===== src/sv/m7sap_pkg.sv =====
// Shared constants, register codes and types of the mode 7 scanline parameter unit.
package m7sap_pkg;

	localparam int HALF_WIDTH = 120;
	localparam int LINE_COUNT = 160;

	localparam int CFG_INDEX_W = 3;
	localparam int CFG_DATA_W  = 32;

	typedef enum logic [CFG_INDEX_W-1:0] {
		REG_CAM_HEIGHT     = 3'd0,
		REG_YAW_SINE       = 3'd1,
		REG_YAW_COSINE     = 3'd2,
		REG_FOCAL_DISTANCE = 3'd3,
		REG_CAM_X          = 3'd4,
		REG_CAM_Z          = 3'd5,
		REG_HORIZON_LINE   = 3'd6
	} cfg_reg_t;

	typedef struct packed {
		logic signed [27:0] cam_height;
		logic signed [9:0]  yaw_sine;
		logic signed [9:0]  yaw_cosine;
		logic [19:0]        focal_distance;
		logic signed [31:0] cam_x;
		logic signed [31:0] cam_z;
		logic [7:0]         horizon_line;
	} cfg_t;

	function automatic logic [31:0] asr32(input logic [31:0] x, input int n);
		asr32 = 32'($signed(x) >>> n);
	endfunction

endpackage


===== src/sv/m7sap_line_if.sv =====
// Request channel that carries one scanline number and its reciprocal-depth word.
interface m7sap_line_if;
	logic        valid;
	logic        ready;
	logic [7:0]  line_number;
	logic [15:0] recip_depth;

	modport source (output valid, output line_number, output recip_depth, input ready);
	modport sink (input valid, input line_number, input recip_depth, output ready);
endinterface


===== src/sv/m7sap_param_if.sv =====
// Result channel that carries the affine parameters and fog word of one scanline.
interface m7sap_param_if;
	logic               valid;
	logic               ready;
	logic [7:0]         out_line;
	logic signed [15:0] step_a;
	logic signed [15:0] step_c;
	logic signed [31:0] start_x;
	logic signed [31:0] start_y;
	logic [12:0]        fog_blend;

	modport source (output valid, output out_line, output step_a, output step_c,
		output start_x, output start_y, output fog_blend, input ready);
	modport sink (input valid, input out_line, input step_a, input step_c,
		input start_x, input start_y, input fog_blend, output ready);
endinterface


===== src/sv/mode7_scanline_affine_params.sv =====
// Top level of the mode 7 scanline affine parameter unit.
// A request on line_in carries a scanline number and its reciprocal-depth word.
// Lines at or above the horizon, or past the last screen line, are accepted
// and dropped without a result. Every other line yields one result on
// params_out: the affine steps pa and pc, the start coordinates and the fog
// blend word, in request order.
// Registers are written through wr_en, wr_index and wr_data; an unknown index
// is ignored. The user must write only while the unit is idle (unchecked).
// The datapath is a four-stage pipeline: scale product, rotation products,
// offset and focal products, then the final sums. One request can be
// accepted in every cycle unless the receiver stalls. The last stage is
// the output register; when the receiver stalls, each stage holds while
// its successor is full and bubbles are squeezed out, so nothing is lost
// or repeated.
// Reset clears all stage valid bits and loads the register defaults: every
// register zero except the yaw cosine, which is 256.
module mode7_scanline_affine_params (
	input  logic                             clk,
	input  logic                             arst_n,
	input  logic                             wr_en,
	input  logic [m7sap_pkg::CFG_INDEX_W-1:0] wr_index,
	input  logic [m7sap_pkg::CFG_DATA_W-1:0]  wr_data,
	m7sap_line_if.sink                       line_in,
	m7sap_param_if.source                    params_out
);
	import m7sap_pkg::*;

	cfg_t cfg;

	logic v_s1, v_s2, v_s3, v_s4;
	logic en1, en2, en3, en4;
	logic keep;

	logic [7:0]  line_s1, line_s2, line_s3, line_s4;
	logic [31:0] prod_s1;
	logic [31:0] cprod_s2, sprod_s2;
	logic [4:0]  w_s2, w_s3;
	logic [31:0] pa_s3, pc_s3, offx_s3, offy_s3, rotx_s3, roty_s3;
	logic [15:0] pa_s4, pc_s4;
	logic [31:0] sx_s4, sy_s4;
	logic [12:0] fog_s4;

	logic [31:0] ch_ext, cos_ext, sin_ext, d_ext;
	logic [31:0] lam, lam6, w32;
	logic [4:0]  w_c;
	logic [31:0] lcf, lsf, pa_c, pc_c;

	m7sap_cfg_regs u_cfg (
		.clk      (clk),
		.arst_n   (arst_n),
		.wr_en    (wr_en),
		.wr_index (wr_index),
		.wr_data  (wr_data),
		.cfg      (cfg)
	);

	assign en4 = !v_s4 || params_out.ready;
	assign en3 = !v_s3 || en4;
	assign en2 = !v_s2 || en3;
	assign en1 = !v_s1 || en2;
	assign line_in.ready = en1;

	assign keep = (line_in.line_number > cfg.horizon_line) &&
		({24'b0, line_in.line_number} <= 32'(LINE_COUNT));

	assign ch_ext  = {{4{cfg.cam_height[27]}}, cfg.cam_height};
	assign cos_ext = {{22{cfg.yaw_cosine[9]}}, cfg.yaw_cosine};
	assign sin_ext = {{22{cfg.yaw_sine[9]}}, cfg.yaw_sine};
	assign d_ext   = {12'b0, cfg.focal_distance};

	assign lam  = asr32(prod_s1, 12);
	assign lam6 = (lam << 2) + (lam << 1);
	assign w32  = asr32(lam6, 12);
	assign w_c  = (w32 > 32'd16) ? 5'd16 : w32[4:0];

	assign lcf  = asr32(cprod_s2, 8);
	assign lsf  = asr32(sprod_s2, 8);
	assign pa_c = asr32(lcf, 4);
	assign pc_c = asr32(lsf, 4);

	always_ff @(posedge clk or negedge arst_n) begin
		if (!arst_n) begin
			v_s1 <= 1'b0;
			v_s2 <= 1'b0;
			v_s3 <= 1'b0;
			v_s4 <= 1'b0;
		end else begin
			if (en1) v_s1 <= line_in.valid && keep;
			if (en2) v_s2 <= v_s1;
			if (en3) v_s3 <= v_s2;
			if (en4) v_s4 <= v_s3;
		end
	end

	always_ff @(posedge clk) begin
		if (en1) begin
			line_s1 <= line_in.line_number;
			prod_s1 <= ch_ext * {16'b0, line_in.recip_depth};
		end
		if (en2) begin
			line_s2  <= line_s1;
			cprod_s2 <= lam * cos_ext;
			sprod_s2 <= lam * sin_ext;
			w_s2     <= w_c;
		end
		if (en3) begin
			line_s3 <= line_s2;
			pa_s3   <= pa_c;
			pc_s3   <= pc_c;
			offx_s3 <= (32'(HALF_WIDTH) * pa_c) << 4;
			offy_s3 <= (32'(HALF_WIDTH) * pc_c) << 4;
			rotx_s3 <= d_ext * lsf;
			roty_s3 <= d_ext * lcf;
			w_s3    <= w_s2;
		end
		if (en4) begin
			line_s4 <= line_s3;
			pa_s4   <= pa_s3[15:0];
			pc_s4   <= pc_s3[15:0];
			sx_s4   <= asr32(32'(cfg.cam_x) - offx_s3 + rotx_s3, 4);
			sy_s4   <= asr32(32'(cfg.cam_z) - offy_s3 - roty_s3, 4);
			fog_s4  <= {w_s3, 3'b000, 5'(5'd16 - w_s3)};
		end
	end

	assign params_out.valid     = v_s4;
	assign params_out.out_line  = line_s4;
	assign params_out.step_a    = pa_s4;
	assign params_out.step_c    = pc_s4;
	assign params_out.start_x   = sx_s4;
	assign params_out.start_y   = sy_s4;
	assign params_out.fog_blend = fog_s4;

endmodule


===== src/sv/m7sap_cfg_regs.sv =====
// Configuration register file of the mode 7 scanline parameter unit.
module m7sap_cfg_regs (
	input  logic                             clk,
	input  logic                             arst_n,
	input  logic                             wr_en,
	input  logic [m7sap_pkg::CFG_INDEX_W-1:0] wr_index,
	input  logic [m7sap_pkg::CFG_DATA_W-1:0]  wr_data,
	output m7sap_pkg::cfg_t                  cfg
);
	import m7sap_pkg::*;

	cfg_t cfg_q;

	always_ff @(posedge clk or negedge arst_n) begin
		if (!arst_n) begin
			cfg_q.cam_height     <= '0;
			cfg_q.yaw_sine       <= '0;
			cfg_q.yaw_cosine     <= 10'sd256;
			cfg_q.focal_distance <= '0;
			cfg_q.cam_x          <= '0;
			cfg_q.cam_z          <= '0;
			cfg_q.horizon_line   <= '0;
		end else if (wr_en) begin
			case (cfg_reg_t'(wr_index))
				REG_CAM_HEIGHT:     cfg_q.cam_height     <= wr_data[27:0];
				REG_YAW_SINE:       cfg_q.yaw_sine       <= wr_data[9:0];
				REG_YAW_COSINE:     cfg_q.yaw_cosine     <= wr_data[9:0];
				REG_FOCAL_DISTANCE: cfg_q.focal_distance <= wr_data[19:0];
				REG_CAM_X:          cfg_q.cam_x          <= wr_data;
				REG_CAM_Z:          cfg_q.cam_z          <= wr_data;
				REG_HORIZON_LINE:   cfg_q.horizon_line   <= wr_data[7:0];
				default: begin
				end
			endcase
		end
	end

	assign cfg = cfg_q;

endmodule

===== src/flat_wrapper.sv =====
// flat-port wrapper written by rule: the top's interface ports become plain ports
module mode7_scanline_affine_params_flat import m7sap_pkg::*;
  (clk, arst_n, wr_en, wr_index, wr_data, line_in_valid, line_in_line_number, line_in_recip_depth, line_in_ready, params_out_valid, params_out_out_line, params_out_step_a, params_out_step_c, params_out_start_x, params_out_start_y, params_out_fog_blend, params_out_ready);
  m7sap_line_if line_in_i ();
  m7sap_param_if params_out_i ();
  input  logic clk;
  input  logic arst_n;
  input  logic wr_en;
  input  logic [m7sap_pkg::CFG_INDEX_W-1:0] wr_index;
  input  logic [m7sap_pkg::CFG_DATA_W-1:0] wr_data;
  input wire logic [$bits(line_in_i.valid)-1:0] line_in_valid;
  input wire logic [$bits(line_in_i.line_number)-1:0] line_in_line_number;
  input wire logic [$bits(line_in_i.recip_depth)-1:0] line_in_recip_depth;
  output wire logic [$bits(line_in_i.ready)-1:0] line_in_ready;
  output wire logic [$bits(params_out_i.valid)-1:0] params_out_valid;
  output wire logic [$bits(params_out_i.out_line)-1:0] params_out_out_line;
  output wire logic [$bits(params_out_i.step_a)-1:0] params_out_step_a;
  output wire logic [$bits(params_out_i.step_c)-1:0] params_out_step_c;
  output wire logic [$bits(params_out_i.start_x)-1:0] params_out_start_x;
  output wire logic [$bits(params_out_i.start_y)-1:0] params_out_start_y;
  output wire logic [$bits(params_out_i.fog_blend)-1:0] params_out_fog_blend;
  input wire logic [$bits(params_out_i.ready)-1:0] params_out_ready;
  assign line_in_i.valid = line_in_valid;
  assign line_in_i.line_number = line_in_line_number;
  assign line_in_i.recip_depth = line_in_recip_depth;
  assign line_in_ready = line_in_i.ready;
  assign params_out_valid = params_out_i.valid;
  assign params_out_out_line = params_out_i.out_line;
  assign params_out_step_a = params_out_i.step_a;
  assign params_out_step_c = params_out_i.step_c;
  assign params_out_start_x = params_out_i.start_x;
  assign params_out_start_y = params_out_i.start_y;
  assign params_out_fog_blend = params_out_i.fog_blend;
  assign params_out_i.ready = params_out_ready;
  mode7_scanline_affine_params u_core (.clk(clk), .arst_n(arst_n), .wr_en(wr_en), .wr_index(wr_index), .wr_data(wr_data), .line_in(line_in_i), .params_out(params_out_i));
endmodule

===== config.mk =====
export PLATFORM = sky130hd
export DESIGN_NAME = mode7_scanline_affine_params_flat
export DESIGN_NICKNAME = d
export VERILOG_FILES = /design/src/sv/m7sap_pkg.sv /design/src/sv/m7sap_line_if.sv /design/src/sv/m7sap_param_if.sv /design/src/sv/mode7_scanline_affine_params.sv /design/src/sv/m7sap_cfg_regs.sv /design/src/flat_wrapper.sv
export SDC_FILE = /design/constraint.sdc
export NUM_CORES = 2
export LEC_CHECK = 0
export BUFFER_PORTS_ARGS = -buffer_cell sky130_fd_sc_hd__buf_2
export CAP_MARGIN = 30
export CORE_ASPECT_RATIO = 0.5
export CORE_MARGIN = 5
export CORE_UTILIZATION = 35
export CTS_CLUSTER_DIAMETER = 80
export DETAILED_ROUTE_END_ITERATION = 10
export PLACE_DENSITY_LB_ADDON = 0.05
export SLEW_MARGIN = 20
export SYNTH_ARGS = -nofsm -noshare
export SYNTH_HDL_FRONTEND = slang
export SYNTH_SLANG_ARGS = --single-unit

===== constraint.sdc =====
create_clock -name clk -period 6.79 [get_ports clk]
set_input_delay 1.358 -clock clk [delete_from_list [all_inputs] [get_ports clk]]
set_output_delay 1.358 -clock clk [all_outputs]
set_load 0.1 [all_outputs]

==> results.py <==
metrics = {
    "global_routing": {
        "antenna_found_initial": 23,
        "grt_pass1_vias": 55111,
        "grt_max_degree": 117,
        "grt-ovfl-total": 0,
        "grt_pass1_wl_microns": 361000,
        "grt_use_total_pct": 21.9,
    },
    "setup_path": {
        "cp.required_ns": 7.19,
        "cp-start-kind": "register",
        "criticalPathCategory": "reg2reg",
        "end_kind": "register",
        "cpMostUsedCell": "fa_1",
        "cpPeakStageDelay_ns": 0.52,
        "worst_ep_arrival_time_ns": 7.33,
        "crit_fanout": 9,
        "crit_path_top_delay_cell": "fa_1",
    },
    "clocking": {
        "numCtsBuffers": 57,
        "cts.sinks": 489,
        "clk_path_buf_depth": 3,
        "cts_root_buf": "clkbuf_16",
        "cts_tree": "yes",
        "cts.hold.buffers_added": 0,
        "clk_pin_slew_worst_paths_ns": 0.06,
        "clock_latency_ns": 0.75,
        "cts_max_level": 2,
    },
    "synth": {
        "avgSynthCellArea_sq_um": 10.1,
        "syn-cell-area_sq_um": 74000,
        "async_flop_share_pct": 29.4,
        "synth_ff_type": "edfxtp_1",
        "ys_seq_area_share_pct": 18.9,
        "synth.distinct_cells": 77,
        "syn_inst": 7349,
        "synth_seq_cells": 489,
        "synth_edf_count": 345,
        "ys_warn_count": 0,
    },
    "cells_and_area": {
        "drive_above_1_share_pct": 14.0,
        "stdcell_area_sq_um": 85200,
        "final_util_pct": 40.5,
        "final_cell_mix": "1,644 x inv_1, 1,424 x fa_1, 849 x nand2_1, 767 x and2_1, 533 x ha_1",
        "layout.nets": 9901,
        "synthToLayoutAreaGrowth_pct": 15.2,
        "layout_commonest_cell": "inv_1",
    },
    "drt": {
        "drc": 0,
        "final_antenna_net_count": 0,
        "drt_wl_total_microns": 237000,
        "drtIter0Drc": 2785,
        "wl_per_cell_microns": 22.0,
        "firstDrtPassIters": 5,
        "viasPerCell": 4.66,
        "via_count": 50100,
    },
    "place": {
        "dpl_cell_area_sq_um": 82300,
        "gp_congestion": 0.837,
        "dp_slack_ns": -0.457,
        "hpwlAfterDp_microns": 196000,
        "port-buffer-count": 179,
    },
    "floorplan": {
        "dieHeight_microns": 335,
        "dieWidth_microns": 660,
        "dieArea_sq_um": 221000,
        "core_sq_um": 210000,
        "io_pins": 183,
        "rows": 119,
        "start_util_pct": 35.2,
    },
    "timing": {
        "holdWs_ns": 0.408,
        "timing.fmax_mhz": 144,
        "fin_ws_ns": -0.132,
        "rsz0062_at_grt": "yes",
        "skew_ns": 0.104,
        "max_slew_margin_pct": 35.6,
        "period_share_pct": 102,
        "max_slew.worst_pin.slew_ns": 0.966,
        "setup_viol": 7,
        "slew_viol_final": 0,
        "hold_viol_final": 0,
        "fin_crit_ns": 6.92,
    },
    "outcome": {
        "violations": "setup timing",
        "status": "finished, violations left",
    },
    "worst_hold_path": {
        "hold_class": "reg2reg",
    },
    "job": {
        "max-cap-violations": 0,
    },
}
==> critical path: cells and delay by family, from the launching register on <==
| family | cells | cell delay [ns] |
|---|---|---|
| adders and majority gates | 8 | 3.73 |
| AOI/OAI and AO/OA | 7 | 0.93 |
| buffers and inverters | 10 | 0.91 |
| and+or+nand+nor | 2 | 0.56 |
| DFF | 1 | 0.38 |
| xor gates and xnor gates | 1 | 0.07 |
==> cell usage after synthesis, types with 9 or more instances <==
| cell | n | area share [%] |
|---|---|---|
| inv_1 | 1652 | 8.4 |
| nand2b_1 | 65 | 0.55 |
| o211ai_1 | 9 | 0.091 |
| nand2_1 | 854 | 4.3 |
| o21ai_1 | 9 | 0.061 |
| and3_1 | 21 | 0.18 |
| xnor2_1 | 233 | 2.8 |
| xor2_1 | 56 | 0.66 |
| buf_4 | 12 | 0.12 |
| a21oi_1 | 148 | 1.0 |
| fa_1 | 1438 | 39 |
| mux2_2 | 108 | 1.6 |
| nand4_1 | 13 | 0.11 |
| a31oi_1 | 15 | 0.13 |
| clkbuf_1 | 308 | 1.6 |
| dfrtp_1 | 143 | 4.8 |
| a21o_1 | 55 | 0.56 |
| ha_1 | 547 | 9.3 |
| nand3_1 | 19 | 0.13 |
| o21bai_1 | 16 | 0.16 |
| edfxtp_1 | 345 | 14 |
| a211oi_1 | 11 | 0.11 |
| nor2b_1 | 32 | 0.27 |
| or3_1 | 11 | 0.093 |
| nor3_1 | 44 | 0.30 |
| and2_1 | 774 | 6.5 |
| o21ai_0 | 110 | 0.74 |
| o21a_1 | 38 | 0.39 |
| nor2_1 | 144 | 0.73 |
==> state kept, by name (all words and copies together) (netlist names), 20 cells and up <==
register	count
u_core.u_cfg.cfg	140
u_core.rotx_s3	32
u_core.roty_s3	32
u_core.params_out.start_x	28
u_core.params_out.start_y	28
u_core.offx_s3	23
u_core.offy_s3	23
u_core.cprod_s2	22
u_core.sprod_s2	22
u_core.prod_s1	20
==> metal layers <==
layer	track usage (%)	wire [microns]	up-vias
li1	-	-	23073
met1	31.3	110000	26148
met5	0	13	-
met3	3.60	12700	143
met4	2.84	3260	2
met2	36.1	111000	734
==> metrics by stage <==
| step | cells | TNS [ns] |
|---|---|---|
| floorplan | 7351 | -0.00306 |
| global placement | 10606 | -6.80 |
| detailed placement | 10608 | -6.72 |
| CTS | 10736 | -0.743 |
| global route | 10744 | -4.06 |
| finish | 10758 | -0.603 |
==> area by class of cell <==
cell class | instances | area (sq um)
diodes | 14 | 35.0
clock buffers | 76 | 1570
clock inverters | 32 | 459
fillers | 20940 | 125000
inverters | 1652 | 6210
multi-input cells | 4886 | 53300
flip-flops and latches | 489 | 14000
well taps | 2843 | 3560
repair buffers | 766 | 6130
==> final timing paths <==
path                                 startpoint                            to  slack, ns  cells after the start
setup reg to reg           u_core.u_cfg.cfg[75]            u_core.rotx_s3[28]      -0.13                     28
max in group asynchronous                arst_n         u_core.u_cfg.cfg[117]       5.00                      2
hold / removal                 u_core.pa_s3[15]  u_core.params_out.step_a[15]       0.41                      0
hold reg to reg                u_core.pa_s3[15]  u_core.params_out.step_a[15]       0.41                      0
setup / recovery           u_core.u_cfg.cfg[75]            u_core.rotx_s3[28]      -0.13                     28
min in group asynchronous                arst_n          u_core.u_cfg.cfg[41]       0.65                      1
==> cells by family (layout without fill, tap and decap cells) <==
family          count (synthesis)  after routing  share of synthesized area (%)
other cells                     1             17                        0.00507
fa+ha+maj                    1985           1985                           48.2
mux                           108            108                           1.64
simple gates                 2013           2013                           13.6
flops                         489            489                           18.9
xor+xnor                      289            289                           3.42
buf+inv                      1976           2526                           10.1
compound gates                488            488                           4.17
==> repair_timing <==
item	CTS	global route
setup endpoints to repair	17	24
setup buffers	21	12
gates cloned	1	0
resized for setup	62	86
pin swaps	37	62
Power is not shown: default switching activity piles up to over one toggle a cycle in this logic, so the estimate is an artifact.
